**config.mk**
```make
export PLATFORM = sky130hd
export DESIGN_NAME = base64_stream_decoder_core_flat
export DESIGN_NICKNAME = d
export VERILOG_FILES = /design/src/rtl/core/b64d_pkg.sv /design/src/rtl/core/b64d_if.sv /design/src/rtl/core/b64d_front.sv /design/src/rtl/core/b64d_queue.sv /design/src/rtl/core/b64d_back.sv /design/src/rtl/core/base64_stream_decoder_core.sv /design/src/flat_wrapper.sv
export SDC_FILE = /design/constraint.sdc
export NUM_CORES = 1
export LEC_CHECK = 0
export BUFFER_PORTS_ARGS = -buffer_cell sky130_fd_sc_hd__buf_2
export CORE_MARGIN = 4
export CORE_UTILIZATION = 64
export DETAILED_ROUTE_END_ITERATION = 7
export PLACE_DENSITY = 0.89
export SETUP_SLACK_MARGIN = 0.4
export SKIP_LAST_GASP = 1
export SYNTH_ARGS = -nofsm -noshare
export SYNTH_HDL_FRONTEND = slang
export SYNTH_HIERARCHICAL = 1
export SYNTH_SLANG_ARGS = --single-unit
```
**constraint.sdc**
```tcl
create_clock -name clock -period 4.96 [get_ports clock]
set_clock_uncertainty 0.2 [all_clocks]
set_input_delay 0.248 -clock clock [delete_from_list [all_inputs] [get_ports clock]]
set_output_delay 0.248 -clock clock [all_outputs]
set_load 0.05 [all_outputs]
```
**src/rtl/core/b64d_pkg.sv**
```systemverilog
`timescale 1ns / 1ps
// ----------------------------------------------------------------------------
// b64d_pkg
// Types, codes and the character classifier shared by the base64 decoder.
// ----------------------------------------------------------------------------
package b64d_pkg;

   localparam int QUEUE_DEPTH = 2;
   localparam int QUEUE_AW    = $clog2(QUEUE_DEPTH);
   localparam int QUEUE_CW    = $clog2(QUEUE_DEPTH + 1);

   localparam logic [7:0] CHAR_ZERO  = 8'h00;
   localparam logic [7:0] CHAR_PAD   = 8'h3D;
   localparam logic [7:0] CHAR_PLUS  = 8'h2B;
   localparam logic [7:0] CHAR_SLASH = 8'h2F;

   localparam logic [5:0] SEXTET_PLUS  = 6'd62;
   localparam logic [5:0] SEXTET_SLASH = 6'd63;

   localparam logic [5:0] LOW_NIBBLE_MASK = 6'h0F;
   localparam logic [5:0] LOW_PAIR_MASK   = 6'h03;

   typedef enum logic [1:0] {
      STATUS_OK        = 2'd0,
      STATUS_MALFORMED = 2'd1,
      STATUS_EMPTY     = 2'd2
   } status_type;

   typedef enum logic [1:0] {
      CLS_SEXTET = 2'd0,
      CLS_PAD    = 2'd1,
      CLS_ZERO   = 2'd2,
      CLS_OTHER  = 2'd3
   } char_class_type;

   typedef struct packed {
      char_class_type cls;
      logic [5:0]     sextet;
      logic           last;
   } cmd_type;

   function automatic cmd_type classify(input logic [7:0] c, input logic last);
      cmd_type r;
      r.cls    = CLS_OTHER;
      r.sextet = '0;
      r.last   = last;
      if (c inside {[8'h41:8'h5A]}) begin
         r.cls    = CLS_SEXTET;
         r.sextet = 6'(c - 8'h41);
      end else if (c inside {[8'h61:8'h7A]}) begin
         r.cls    = CLS_SEXTET;
         r.sextet = 6'(c - 8'h47);
      end else if (c inside {[8'h30:8'h39]}) begin
         r.cls    = CLS_SEXTET;
         r.sextet = 6'(c + 8'h04);
      end else if (c == CHAR_PLUS) begin
         r.cls    = CLS_SEXTET;
         r.sextet = SEXTET_PLUS;
      end else if (c == CHAR_SLASH) begin
         r.cls    = CLS_SEXTET;
         r.sextet = SEXTET_SLASH;
      end else if (c == CHAR_PAD) begin
         r.cls = CLS_PAD;
      end else if (c == CHAR_ZERO) begin
         r.cls = CLS_ZERO;
      end
      return r;
   endfunction

endpackage

```
**src/rtl/core/b64d_if.sv**
```systemverilog
`timescale 1ns / 1ps
// ----------------------------------------------------------------------------
// b64d_req_if / b64d_rsp_if
// Valid/ready channels for text items in and decoded items out.
// ----------------------------------------------------------------------------
interface b64d_req_if;
   logic       valid;
   logic       ready;
   logic [7:0] text_byte;
   logic       last;

   modport source (output valid, output text_byte, output last, input ready);
   modport sink   (input valid, input text_byte, input last, output ready);
endinterface

interface b64d_rsp_if;
   logic       valid;
   logic       ready;
   logic [7:0] out_byte;
   logic       byte_valid;
   logic       end_of_message;
   logic [1:0] status;

   modport source (output valid, output out_byte, output byte_valid,
                   output end_of_message, output status, input ready);
   modport sink   (input valid, input out_byte, input byte_valid,
                   input end_of_message, input status, output ready);
endinterface

```
**src/rtl/core/b64d_front.sv**
```systemverilog
`timescale 1ns / 1ps
// ----------------------------------------------------------------------------
// b64d_front
// Accept text items, classify each byte and register the command.
// ----------------------------------------------------------------------------
module b64d_front (
   input  logic              clock,
   input  logic              reset,
   b64d_req_if.sink          req,
   output logic              cmd_valid,
   input  logic              cmd_ready,
   output b64d_pkg::cmd_type cmd
);

   logic              valid_ff;
   logic              valid_in;
   b64d_pkg::cmd_type cmd_ff;
   b64d_pkg::cmd_type cmd_in;
   logic              take;

   assign req.ready = !valid_ff || cmd_ready;
   assign take      = req.valid && req.ready;

   always_comb begin
      cmd_in   = cmd_ff;
      valid_in = valid_ff && !cmd_ready;
      if (take) begin
         cmd_in   = b64d_pkg::classify(req.text_byte, req.last);
         valid_in = 1'b1;
      end
   end

   always_ff @(posedge clock) begin
      if (reset) begin
         valid_ff <= 1'b0;
      end else begin
         valid_ff <= valid_in;
      end
      cmd_ff <= cmd_in;
   end

   assign cmd_valid = valid_ff;
   assign cmd       = cmd_ff;

endmodule

```
**src/rtl/core/b64d_queue.sv**
```systemverilog
`timescale 1ns / 1ps
// ----------------------------------------------------------------------------
// b64d_queue
// Short command queue between classifier and decode back end.
// ----------------------------------------------------------------------------
module b64d_queue (
   input  logic              clock,
   input  logic              reset,
   input  logic              push_valid,
   output logic              push_ready,
   input  b64d_pkg::cmd_type push_cmd,
   output logic              pop_valid,
   input  logic              pop_ready,
   output b64d_pkg::cmd_type pop_cmd
);

   b64d_pkg::cmd_type                  mem_ff [b64d_pkg::QUEUE_DEPTH];
   logic [b64d_pkg::QUEUE_AW-1:0]      wr_ptr_ff;
   logic [b64d_pkg::QUEUE_AW-1:0]      wr_ptr_in;
   logic [b64d_pkg::QUEUE_AW-1:0]      rd_ptr_ff;
   logic [b64d_pkg::QUEUE_AW-1:0]      rd_ptr_in;
   logic [b64d_pkg::QUEUE_CW-1:0]      count_ff;
   logic [b64d_pkg::QUEUE_CW-1:0]      count_in;
   logic                               push;
   logic                               pop;

   localparam logic [b64d_pkg::QUEUE_AW-1:0] LAST_PTR =
      b64d_pkg::QUEUE_AW'(b64d_pkg::QUEUE_DEPTH - 1);
   localparam logic [b64d_pkg::QUEUE_CW-1:0] FULL_COUNT =
      b64d_pkg::QUEUE_CW'(b64d_pkg::QUEUE_DEPTH);

   assign push_ready = count_ff != FULL_COUNT;
   assign pop_valid  = count_ff != '0;
   assign push       = push_valid && push_ready;
   assign pop        = pop_valid && pop_ready;
   assign pop_cmd    = mem_ff[rd_ptr_ff];

   always_comb begin
      wr_ptr_in = wr_ptr_ff;
      rd_ptr_in = rd_ptr_ff;
      count_in  = count_ff;
      if (push) begin
         wr_ptr_in = (wr_ptr_ff == LAST_PTR) ? '0 : wr_ptr_ff + 1'b1;
      end
      if (pop) begin
         rd_ptr_in = (rd_ptr_ff == LAST_PTR) ? '0 : rd_ptr_ff + 1'b1;
      end
      if (push && !pop) begin
         count_in = count_ff + 1'b1;
      end else if (pop && !push) begin
         count_in = count_ff - 1'b1;
      end
   end

   always_ff @(posedge clock) begin
      if (reset) begin
         wr_ptr_ff <= '0;
         rd_ptr_ff <= '0;
         count_ff  <= '0;
      end else begin
         wr_ptr_ff <= wr_ptr_in;
         rd_ptr_ff <= rd_ptr_in;
         count_ff  <= count_in;
      end
   end

   always_ff @(posedge clock) begin
      if (push) begin
         mem_ff[wr_ptr_ff] <= push_cmd;
      end
   end

endmodule

```
**src/rtl/core/b64d_back.sv**
```systemverilog
`timescale 1ns / 1ps
// ----------------------------------------------------------------------------
// b64d_back
// Merge sextets into bytes, track message state and drive the result register.
// ----------------------------------------------------------------------------
module b64d_back (
   input  logic              clock,
   input  logic              reset,
   input  logic              cmd_valid,
   output logic              cmd_ready,
   input  b64d_pkg::cmd_type cmd,
   b64d_rsp_if.source        rsp
);

   logic [1:0]           phase_ff,  phase_in;
   logic [7:0]           partial_ff, partial_in;
   logic                 err_ff,    err_in;
   logic                 term_ff,   term_in;
   logic                 any_ff,    any_in;

   logic                 rsp_valid_ff, rsp_valid_in;
   logic [7:0]           out_byte_ff,  out_byte_in;
   logic                 byte_valid_ff, byte_valid_in;
   logic                 eom_ff,       eom_in;
   b64d_pkg::status_type status_ff,    status_in;

   logic                 take;
   logic                 have_byte;
   logic [7:0]           byte_val;
   logic [7:0]           partial_nx;
   logic [1:0]           phase_nx;
   logic                 err_nx;
   logic                 term_nx;
   logic                 any_nx;

   assign cmd_ready = !rsp_valid_ff || rsp.ready;
   assign take      = cmd_valid && cmd_ready;

   always_comb begin
      have_byte  = 1'b0;
      byte_val   = '0;
      partial_nx = partial_ff;
      phase_nx   = phase_ff;
      err_nx     = err_ff;
      term_nx    = term_ff;
      if (!term_ff) begin
         case (cmd.cls)
            b64d_pkg::CLS_ZERO: begin
               term_nx = 1'b1;
            end
            b64d_pkg::CLS_PAD: begin
               if (phase_ff == 2'd1) begin
                  err_nx = 1'b1;
               end
            end
            b64d_pkg::CLS_SEXTET: begin
               if (!err_ff) begin
                  phase_nx = phase_ff + 2'd1;
                  case (phase_ff)
                     2'd0: begin
                        partial_nx = {cmd.sextet, 2'b00};
                     end
                     2'd1: begin
                        have_byte  = 1'b1;
                        byte_val   = partial_ff | {6'b0, cmd.sextet[5:4]};
                        partial_nx = {cmd.sextet[3:0] & b64d_pkg::LOW_NIBBLE_MASK[3:0],
                                      4'b0000};
                     end
                     2'd2: begin
                        have_byte  = 1'b1;
                        byte_val   = partial_ff | {4'b0, cmd.sextet[5:2]};
                        partial_nx = {cmd.sextet[1:0] & b64d_pkg::LOW_PAIR_MASK[1:0],
                                      6'b000000};
                     end
                     default: begin
                        have_byte  = 1'b1;
                        byte_val   = partial_ff | {2'b0, cmd.sextet};
                        partial_nx = '0;
                     end
                  endcase
               end
            end
            default: begin
            end
         endcase
      end
      any_nx = any_ff || have_byte;
   end

   always_comb begin
      phase_in      = phase_ff;
      partial_in    = partial_ff;
      err_in        = err_ff;
      term_in       = term_ff;
      any_in        = any_ff;
      rsp_valid_in  = rsp_valid_ff && !rsp.ready;
      out_byte_in   = out_byte_ff;
      byte_valid_in = byte_valid_ff;
      eom_in        = eom_ff;
      status_in     = status_ff;
      if (take) begin
         if (cmd.last) begin
            phase_in   = '0;
            partial_in = '0;
            err_in     = 1'b0;
            term_in    = 1'b0;
            any_in     = 1'b0;
         end else begin
            phase_in   = phase_nx;
            partial_in = partial_nx;
            err_in     = err_nx;
            term_in    = term_nx;
            any_in     = any_nx;
         end
         if (have_byte || cmd.last) begin
            rsp_valid_in  = 1'b1;
            out_byte_in   = have_byte ? byte_val : 8'h00;
            byte_valid_in = have_byte;
            eom_in        = cmd.last;
            if (!cmd.last) begin
               status_in = b64d_pkg::STATUS_OK;
            end else if (err_nx) begin
               status_in = b64d_pkg::STATUS_MALFORMED;
            end else if (!any_nx) begin
               status_in = b64d_pkg::STATUS_EMPTY;
            end else begin
               status_in = b64d_pkg::STATUS_OK;
            end
         end
      end
   end

   always_ff @(posedge clock) begin
      if (reset) begin
         phase_ff     <= '0;
         partial_ff   <= '0;
         err_ff       <= 1'b0;
         term_ff      <= 1'b0;
         any_ff       <= 1'b0;
         rsp_valid_ff <= 1'b0;
      end else begin
         phase_ff     <= phase_in;
         partial_ff   <= partial_in;
         err_ff       <= err_in;
         term_ff      <= term_in;
         any_ff       <= any_in;
         rsp_valid_ff <= rsp_valid_in;
      end
      out_byte_ff   <= out_byte_in;
      byte_valid_ff <= byte_valid_in;
      eom_ff        <= eom_in;
      status_ff     <= status_in;
   end

   assign rsp.valid          = rsp_valid_ff;
   assign rsp.out_byte       = out_byte_ff;
   assign rsp.byte_valid     = byte_valid_ff;
   assign rsp.end_of_message = eom_ff;
   assign rsp.status         = status_ff;

   a_status_only_at_end: assert property (@(posedge clock) disable iff (reset)
      rsp_valid_ff && !eom_ff |-> status_ff == b64d_pkg::STATUS_OK)
      else $error("status set on a result that does not end the message");

   a_result_has_content: assert property (@(posedge clock) disable iff (reset)
      rsp_valid_ff |-> byte_valid_ff || eom_ff)
      else $error("result item carries neither byte nor end flag");

   a_empty_without_byte: assert property (@(posedge clock) disable iff (reset)
      rsp_valid_ff && status_ff == b64d_pkg::STATUS_EMPTY |-> !byte_valid_ff)
      else $error("empty status together with a decoded byte");

   a_state_cleared_at_end: assert property (@(posedge clock) disable iff (reset)
      take && cmd.last |=> phase_ff == 2'd0 && !err_ff && !term_ff && !any_ff)
      else $error("message state not cleared after last item");

endmodule

```
**src/rtl/core/base64_stream_decoder_core.sv**
```systemverilog
`timescale 1ns / 1ps
// ----------------------------------------------------------------------------
// base64_stream_decoder_core
// Lenient streaming base64 decoder: one text byte in, at most one byte out.
// ----------------------------------------------------------------------------
// Channel   Dir  Payload
// req_chan  in   text_byte[7:0], last
// rsp_chan  out  out_byte[7:0], byte_valid, end_of_message, status[1:0]
//
// One item per cycle sustained while rsp_chan is not stalled; the decode back end handles one command a cycle.
// A text item passes through the classify register, the command queue and the
// result register in that order before its result, if any, reaches rsp_chan.
// Synchronous reset clears the message state and empties the queue.
// A stalled rsp_chan fills the queue and then lowers req_chan.ready.
// ----------------------------------------------------------------------------
module base64_stream_decoder_core (
   input  logic      clock,
   input  logic      reset,
   b64d_req_if.sink  req_chan,
   b64d_rsp_if.source rsp_chan
);

   logic              front_valid;
   logic              front_ready;
   b64d_pkg::cmd_type front_cmd;
   logic              back_valid;
   logic              back_ready;
   b64d_pkg::cmd_type back_cmd;

   b64d_front u_front (
      .clock     (clock),
      .reset     (reset),
      .req       (req_chan),
      .cmd_valid (front_valid),
      .cmd_ready (front_ready),
      .cmd       (front_cmd)
   );

   b64d_queue u_queue (
      .clock      (clock),
      .reset      (reset),
      .push_valid (front_valid),
      .push_ready (front_ready),
      .push_cmd   (front_cmd),
      .pop_valid  (back_valid),
      .pop_ready  (back_ready),
      .pop_cmd    (back_cmd)
   );

   b64d_back u_back (
      .clock     (clock),
      .reset     (reset),
      .cmd_valid (back_valid),
      .cmd_ready (back_ready),
      .cmd       (back_cmd),
      .rsp       (rsp_chan)
   );

endmodule
```
**src/flat_wrapper.sv**
```systemverilog
// flat-port wrapper written by rule: the top's interface ports become plain ports
module base64_stream_decoder_core_flat 
  (clock, reset, req_chan_valid, req_chan_text_byte, req_chan_last, req_chan_ready, rsp_chan_valid, rsp_chan_out_byte, rsp_chan_byte_valid, rsp_chan_end_of_message, rsp_chan_status, rsp_chan_ready);
  b64d_req_if req_chan_i ();
  b64d_rsp_if rsp_chan_i ();
  input  logic clock;
  input  logic reset;
  input wire logic [$bits(req_chan_i.valid)-1:0] req_chan_valid;
  input wire logic [$bits(req_chan_i.text_byte)-1:0] req_chan_text_byte;
  input wire logic [$bits(req_chan_i.last)-1:0] req_chan_last;
  output wire logic [$bits(req_chan_i.ready)-1:0] req_chan_ready;
  output wire logic [$bits(rsp_chan_i.valid)-1:0] rsp_chan_valid;
  output wire logic [$bits(rsp_chan_i.out_byte)-1:0] rsp_chan_out_byte;
  output wire logic [$bits(rsp_chan_i.byte_valid)-1:0] rsp_chan_byte_valid;
  output wire logic [$bits(rsp_chan_i.end_of_message)-1:0] rsp_chan_end_of_message;
  output wire logic [$bits(rsp_chan_i.status)-1:0] rsp_chan_status;
  input wire logic [$bits(rsp_chan_i.ready)-1:0] rsp_chan_ready;
  assign req_chan_i.valid = req_chan_valid;
  assign req_chan_i.text_byte = req_chan_text_byte;
  assign req_chan_i.last = req_chan_last;
  assign req_chan_ready = req_chan_i.ready;
  assign rsp_chan_valid = rsp_chan_i.valid;
  assign rsp_chan_out_byte = rsp_chan_i.out_byte;
  assign rsp_chan_byte_valid = rsp_chan_i.byte_valid;
  assign rsp_chan_end_of_message = rsp_chan_i.end_of_message;
  assign rsp_chan_status = rsp_chan_i.status;
  assign rsp_chan_i.ready = rsp_chan_ready;
  base64_stream_decoder_core u_core (.clock(clock), .reset(reset), .req_chan(req_chan_i), .rsp_chan(rsp_chan_i));
endmodule
```
Word-level counts from Yosys, hierarchy flattened
Memories as Yosys holds them, arrays and structs flattened. A register that Yosys moved wholly into a read port is not among the register bits.
Index checks and enable logic that the tools add are counted.

operators by class
  add/sub/neg operators = 8
  magnitude comparators = 6
  eq/ne operators = 10
  multiplexer cells = 42
  bitwise logic cells = 6
  reductions and logical operators = 32

operators with widths
  operator             number
  $pmux 8 s3           2
  $mux 8               4
  $mux 6               5
  $eq 8x6->1 const B   3
  $mux 1               23
  $ge 8x7->1 const B   2
  $le 8x7->1 const B   2
  $mux 2               8
  $logic_and 1x1->1    10
  $ge 8x6->1 const B   1
  $le 8x6->1 const B   1
  $logic_not 8->1      1
  $or 8x2->8           1
  $or 8x4->8           1
  $or 8x6->8           1
  $add 6x3->6 const B  1
  $logic_not 1->1      6
  $ne 2x2->1 const B   3
  $reduce_bool 2->1    3
  $reduce_or 6->1      1
  $sub 6x1->6 const B  1
  $sub 6x3->6 const B  1
  $reduce_or 5->1      1
  $add 2x1->2 const B  2
  11 further kinds     20

storage, ports and cells
  bits in registers = 40
  RAM bits = 18
  input port bits = 13
  output and inout bits = 14
  word-level logic and storage cells = 124
  memories kept = 1

memory list
  memory                 words  bits a word  read ports  clocked after memory_dff  wr ports  line              text
  u_core.u_queue.mem_ff  2      9            1           1                         1         b64d_queue.sv:17  b64d_pkg::cmd_type mem_ff [b64d_pkg::QUEUE_DEPTH];

Logic depth before layout (Yosys ltp)
Gate-level depths: netlist of the first run.

  depth after elaboration = 8
  gate-level depth with buffers = 7
  mapped depth without buffers = 7

Modules after synthesis
Netlist of the first run, hierarchy kept.

modules (own cells, without submodules)
  module      times used  cells each  area an instance (µm²)  seq. area each (µm²)
  b64d_back   1           110         1,211.2                 600.6
  b64d_front  1           93          947.2                   290.3
  b64d_queue  1           52          869.6                   640.6

Least setup slack after synthesis of the first run
OpenSTA, ideal clock, no wires.

  kind = reg2reg
  start = reg with a tool-made name
  end = reg u_core.u_back.byte_valid_ff, in the netlist u_core/u_back/rsp.byte_valid (enable)
  setup time = 0.352 ns
  arrival time = 1.792 ns
  data required time = 4.408 ns
  setup slack = 2.615 ns
  stages on the path, launching flop included = 8
  path buffers = 2
  clock period less this slack = 2.345 ns
  cell sequence = dfxtp_1 -> buf_2 -> mux2_2 -> nor4_4 -> nand2b_1 -> buf_2 -> inv_2 -> o21a_1

RTL lines
  item                    line              text
  end signal: assignment  b64d_back.sv:150  byte_valid_ff <= byte_valid_in;
  end: declaration        b64d_back.sv:23   logic byte_valid_ff, byte_valid_in;

==> impl_results.md, run 1 <==
- Crit path time final: ~2.8 ns
- Worst slack on hold paths: 0.0933 ns
- Total Die Area: a little under 6000 µm²
- Top_reg_cell synth: edfxtp_1
- Aggregate global routing overflow: 0
- Maximum frequency from static timing analysis: roughly 0.36 GHz
- Antenna violations before repair: 0
- Via Count: 2175
- Horizontal extent of the die: roughly 77 µm
- Placeable core area: 4470 µm²
- Run status: finished, final reports clean
- Fraction of layout cells with a size suffix above 1: 24.5%
- Total clock sinks: between 50 and 60
- HP Class: primary input to flip-flop
- Vias in the first global route: 2227
- Aggregate global-route resource usage: 21.3%
- Die height: 76.8 µm
- Summed instance area of the synthesized netlist: approximately 3000 µm²
- Diodes inserted: 0
- TritonCTS buffer count: 9
- Mean cell area of the mapped netlist: 11.9 µm²
- Number of buffers between clock root and the deepest sink: 2
- Number of distinct library cell variants in the gate-level netlist after synthesis: 69
- Detailed-route wire length: about 6 mm
- Reg clk slew, reported paths: 0.06 ns
- Element type at the critical path start: flip-flop
- Total power density per cell area: 443 nW/µm²
- Post-CTS Setup Inserts: 0
- Number of register bits inferred by synthesis: 57
- Async SR Flop Fraction: 0%
- Max-slew violation count: 0
- Number of maximum-capacitance violations: 0
- Sequential cell area fraction in the yosys report: 50.6%
- Number of flops mapped to enable cells by yosys: 39
- IO buf count: 26
- Crit path max fanout: 12
- DRT Pass-1 Iters: 4
- Post-synth net total: 282
- Headroom to the max-slew limit: 61.8%
- Summed area of non-filler cells in the final layout: 3390 µm²
- Antenna-violating nets left: 0
- Worst vdd ir: 0.180 mV
- Initial cell density of the core: 67.7%
- Number of placement rows: 24
- RSZ-0062 raised after global routing: no
- Detailed-placement wirelength estimate: 4.25 mm
- Reg-to-reg slack, setup: about 2.2 ns
- Clock root buffer master: clkbuf_8
- Drt drc: 0
- Total cell area at the placement stage: 3170 µm²
- Slew at the pin closest to its max-slew limit: ~0.57 ns
- Resized Gates After CTS: 0
- Gate count after technology mapping: 255
- Weighted congestion at the end of routability-driven global placement: 0.921
- Warnings, synthesis: 6
- Nets: 312
- Leak pwr: 1.33 nW
- Wire length of the first global-routing pass: 9.92 mm
- Endpoint class of the critical path: flip-flop
- Clock latency reported for the late side of the worst-skew pair: 0.33 ns
- Violation count after the first detailed-routing iteration: 190
- TritonCTS clock tree: yes
- DR WL/cell: 17.5 µm
- Critical path data required time: 4.72 ns
- Final setup violating endpoints: 0
- CTS H-tree depth: 3
- Number of top-level pins: 27
- Via density: 6.36
- Signal arrival time at the worst endpoint: 2.55 ns
- Kind of critical path: flip-flop to flip-flop
- Hold Fails Final Rpt: 0
- Post-route fraction of the period consumed by the critical path: 56.1%
- Largest net degree at the start of global routing: 20
- TNS Setup: 0 ns
- Post-synthesis to final-layout area growth: 12.1%
[stage by stage]
step | utilization (%) | setup WS (ns) | power, mW | instances
finish | 75.9 | 2.18 | 1.51 | 342
global route | 75.9 | 2.03 | 1.58 | 342
CTS | 75.9 | 2.20 | 1.51 | 342
detailed placement | 70.9 | 2.24 | 1.08 | 324
global placement | 70.9 | 2.35 | 1.06 | 324
floorplan | - | 2.62 | 0.987 | 255
[sequential cells by signal, summed over array words and instances (netlist names), named ones only]
signal / flops
u_core/u_queue/mem_ff: 18
u_core/u_front/cmd: 9
u_core/u_back/rsp.out_byte: 8
u_core/u_back/partial_ff: 6
u_core/u_back/phase_ff: 2
u_core/u_back/rsp.status: 2
u_core/u_queue/count_ff: 2
u_core/u_back/any_ff: 1
u_core/u_back/err_ff: 1
u_core/u_back/rsp.byte_valid: 1
u_core/u_back/rsp.end_of_message: 1
u_core/u_back/rsp.valid: 1
u_core/u_back/term_ff: 1
u_core/u_front/cmd_valid: 1
u_core/u_queue/rd_ptr_ff: 1
u_core/u_queue/wr_ptr_ff: 1
[critical path, cell delays in order (launching register included)]
cell	delay, ns
dfxtp_1	0.54
mux2_2	0.43
nor4_4	0.31
nand2b_1	0.31
inv_2	0.17
o21a_1	0.44
[layout make-up]
cell class	count	area [µm²]
Clock buffer	15	199
Fill cell	294	1080
Tap cell	52	65.1
Inverter	15	56.3
Multi-Input combinational cell	174	1390
Timing Repair Buffer	28	150
Sequential cell	57	1530
Clock inverter	1	5.00
[per-layer routing]
layer	vias up	track usage (%)	part of all wire [%]	wire length [µm]
li1	1020	-	-	-
met1	1048	23.0	40	2400
met2	84	36.2	52	3090
met3	23	3.98	4.8	288
met4	0	17.2	3.3	196
met5	-	0	0	0
[worst paths after layout]
kind / start / end / cells after the start
setup / recovery: flip-flop / u_core/u_back/rsp.out_byte[2]$_SDFFCE_PP0P_ / 5
hold / removal: reset / u_core/u_queue/rd_ptr_ff$_SDFFE_PP0P_ / 2
setup reg to reg: flip-flop / u_core/u_back/rsp.out_byte[2]$_SDFFCE_PP0P_ / 5
hold reg to reg: u_core/u_front/cmd[6]$_DFFE_PP_ / u_core/u_queue/mem_ff[1][6]$_DFFE_PP_ / 0
[cell usage after synthesis, types with 3 or more instances]
cell type	n	area [µm²]
xor2_1	3	26.3
and2_1	3	18.8
mux2_2	9	101
o221ai_1	4	35.0
and3_1	3	18.8
nand2b_1	9	56.3
nor3_1	7	35.0
clkbuf_1	3	11.3
a31oi_1	3	18.8
o21ai_0	5	25.0
nor2_1	14	52.6
mux2i_1	8	80.1
edfxtp_1	39	1170
nand3_1	5	25.0
dfxtp_1	18	360
a21oi_1	12	60.1
or3_1	4	25.0
nor2b_1	3	18.8
inv_1	14	52.6
ha_1	14	175
nand2_1	10	37.5
or2b_1	4	30.0
buf_2	3	15.0
o21a_1	4	30.0
[placed cells by master, fill, tap and decap left out, types with 7 or more instances in the layout]
cell      count
a21oi_1      12
buf_2        26
clkbuf_8     10
dfxtp_1      18
edfxtp_1     39
ha_1         14
inv_1        14
mux2_2        9
mux2i_1       8
nand2_1      10
nand2b_1      9
nor2_1       14
nor3_1        7
[power by group]
group | leakage (nW) | internal [mW] | switching [mW]
registers | 0.515 | 0.594 | 0.0439
logic | 0.712 | 0.152 | 0.290
clock network | 0.104 | 0.256 | 0.169
total | 1.33 | 1.00 | 0.503
[logic make-up after synthesis]
family	Yosys count	share of synthesized area, %
AND/OR/NAND/NOR	83	17.3
flip-flops	57	50.6
AO/OA/AOI/OAI	56	15.6
buffers and inverters	24	3.59
multiplexers	17	5.99
adder cells (fa/ha/maj)	14	5.79
XOR/XNOR	4	1.16
[what timing repair did]
action,CTS,global route
hold buffers,2,0
hold endpoints to repair,2,0
endpoints found under the setup margin,0,0
(Power assumes the default switching activity.)
==> inputs of run 2 (changes only) <==
--- a/config.mk
+++ b/config.mk
@@ -7,9 +7,9 @@
 export LEC_CHECK = 0
 export BUFFER_PORTS_ARGS = -buffer_cell sky130_fd_sc_hd__buf_2
 export CORE_MARGIN = 4
-export CORE_UTILIZATION = 64
+export CORE_UTILIZATION = 59
 export DETAILED_ROUTE_END_ITERATION = 7
-export PLACE_DENSITY = 0.89
+export PLACE_DENSITY = 0.83
 export SETUP_SLACK_MARGIN = 0.4
 export SKIP_LAST_GASP = 1
 export SYNTH_ARGS = -nofsm -noshare
==> constraint.sdc (replaced) <==
create_clock -name clock -period 2.6 [get_ports clock]
set_clock_uncertainty 0.2 [all_clocks]
set_input_delay 0.13 -clock clock [delete_from_list [all_inputs] [get_ports clock]]
set_output_delay 0.13 -clock clock [all_outputs]
set_load 0.05 [all_outputs]
==> run 2 against run 1 <==
  * First-iteration DRC count shrank 40%
  * Register-to-register slack worse by 1.7 ns
  * Design area up 2.0%
  * Largest power group unchanged
  * Highest routed layer unchanged
==> impl_results.md, run 2 (synthesis results as in run 1) <==
- Global routing usage on met3: 5.64% (+1.7 points)
- Slew at the pin closest to its max-slew limit: 0.565 ns (-0.00598 ns)
- Number of buffers between clock root and the deepest sink: 2 (unchanged)
- Fraction of layout cells with a size suffix above 1: 25.8% (+1.3 points)
- Worst vdd ir: 0.386 mV (+110%)
- Element type at the critical path start: flip-flop
- Most congested layer reported by global routing: met2
- RSZ-0062 raised after global routing: yes
- Post-place setup slack: 0.367 ns (-1.87 ns)
- Antenna violations before repair: 0 (unchanged)
- Commonest non-fill, non-tap cell in the layout: edfxtp_1
- Aggregate global-route resource usage: 20.5% (-0.74 points)
- Met1 track demand over resource: 22.7% (-0.27 points)
- Placeable core area: 4850 µm² (+8.4%)
- Total Die Area: 6340 µm² (+7.6%)
- Crit path time final: 2.10 ns (-0.688 ns)
- Max FFs per register: 18 (unchanged)
- Setup ws final: 0.503 ns (-1.67 ns)
- Met2 Usage GRT: 35.3% (-0.93 points)
- Violation count after the first detailed-routing iteration: 114 (-40%)
- DR WL/cell: 15.9 µm (-9.1%)
- Total power density per cell area: 829 nW/µm² (+87%)
- Crit path max fanout: 10 (-2)
- Kind of critical path: flip-flop to flip-flop
- Final setup violating endpoints: 0 (unchanged)
- Reg clk slew, reported paths: 0.06 ns (about the same)
- Die height: 79.6 µm (+3.7%)
- Via Count: 2121 (-2.5%)
- Max-slew violation count: 0 (unchanged)
- Aggregate global routing overflow: 0 (unchanged)
- Total clock sinks: 57 (unchanged)
- Wire length of the first global-routing pass: 9.78 mm (-1.3%)
- Largest stage delay on the critical path: 0.53 ns (about the same)
- Drt drc: 0 (unchanged)
- Clock root buffer master: clkbuf_8
- Weighted congestion at the end of routability-driven global placement: 0.943 (+2.3%)
- Diodes inserted: 0 (unchanged)
- Filler instances: 342 (+16%)
- Detailed-placement wirelength estimate: 4.22 mm (-0.82%)
- Horizontal extent of the die: 79.6 µm (+3.7%)
- Leak pwr: 1.36 nW (+2.0%)
- Most used cells in the layout excluding fill and tap cells: 39 x edfxtp_1, 26 x buf_2, 18 x dfxtp_1
- Total power: 2.87 mW (+91%)
- Critical path data required time: 2.65 ns (-2.07 ns)
- Via density: 5.86 (-7.9%)
- TritonCTS clock tree: yes
- Series of cell instances along the critical path: buf_4 > mux2_2 > o211ai_2 > mux2i_1
- IO buf count: 26 (unchanged)
- Detailed-route wire length: 5.75 mm (-3.8%)
- Headroom to the max-slew limit: 62.2% (+0.40 points)
- HP Class: primary input to flip-flop
- Run status: finished, final reports clean
- Post-synthesis to final-layout area growth: 14.3%
- Endpoint class of the critical path: flip-flop
- DRT Pass-1 Iters: 4 (unchanged)
- Hold Fails Final Rpt: 0 (unchanged)
- Nets: 317 (+1.6%)
- Number of placement rows: 25 (+4.2%)
- Worst slack on hold paths: 0.0258 ns (-0.0674 ns)
- Share of the core filled with cells in the final layout: 71.4% (-4.5 points)
- Largest reg by FF count: u_core/u_queue/mem_ff
- Post-route fraction of the period consumed by the critical path: 80.6% (+24 points)
- CTS H-tree depth: 3 (unchanged)
- TritonCTS buffer count: 9 (unchanged)
- Clock latency reported for the late side of the worst-skew pair: 0.33 ns (about the same)
- TNS Setup: 0 ns (unchanged)
- Largest net degree at the start of global routing: 20 (unchanged)
- Signal arrival time at the worst endpoint: 2.15 ns (-0.40 ns)
- Antenna-violating nets left: 0 (unchanged)
- Worst-path cell with the longest stage delay: o211ai_2
- Vias in the first global route: 2127 (-4.5%)
- Maximum frequency from static timing analysis: 0.477 GHz (+33%)
- Number of top-level pins: 27 (unchanged)
- Number of maximum-capacitance violations: 0 (unchanged)
- Initial cell density of the core: 62.5% (-5.2 points)
==> run 2: power breakdown <==
part           total [mW]  internal [mW]  switching (mW)
registers            1.19           1.13          0.0630
clock network       0.796          0.481           0.315
logic               0.878          0.312           0.565
==> run 2: repair_timing <==
action | CTS | global route
hold buffers | 4 | 0
buffers inserted | 0 | 0
endpoints found under the setup margin | 0 | 2
resized for setup | 0 | 0
hold endpoints to repair | 7 | 0
==> run 2: layout make-up <==
type	instances	area, µm²	area share, %
multi-input combinational	174	1400	40.3
clock inverter	1	5.00	0.145
timing repair buffer	33	193	5.57
clock buffer	15	198	5.71
tap	67	83.8	2.42
inverter	15	56.3	1.63
sequential	57	1530	44.2
==> run 2: final timing paths <==
check	from	to	slack, ns	cells past startpoint
setup / recovery	flip-flop	u_core/u_back/partial_ff[7]$_SDFFE_PP0P_	0.50	4
hold / removal	req_chan_text_byte[1]	u_core/u_front/cmd[2]$_DFFE_PP_	0.03	2
setup reg to reg	flip-flop	u_core/u_back/partial_ff[7]$_SDFFE_PP0P_	0.50	4
hold reg to reg	u_core/u_front/cmd[1]$_DFFE_PP_	u_core/u_queue/mem_ff[0][1]$_DFFE_PP_	0.24	0
==> run 2: per-stage QoR <==
step | cell area (µm²) | std cells
CTS | 3460 | 362
detailed placement | 3220 | 342
floorplan | 3040 | 255
finish | 3460 | 362
global route | 3460 | 362
global placement | 3220 | 342
==> run 2: metal layers <==
layer / up-vias / wire, µm
li1: 1025 / -
met1: 996 / 2370
met2: 81 / 2830
met3: 19 / 327
met4: 0 / 219
met5: - / 0
==> run 2: critical path: cells and delay by family (launching register included) <==
kind	cells	cell delay, ns
multiplexers	2	0.74
buffers and inverters	1	0.18
AO/OA/AOI/OAI	1	0.53
flip-flops	1	0.37
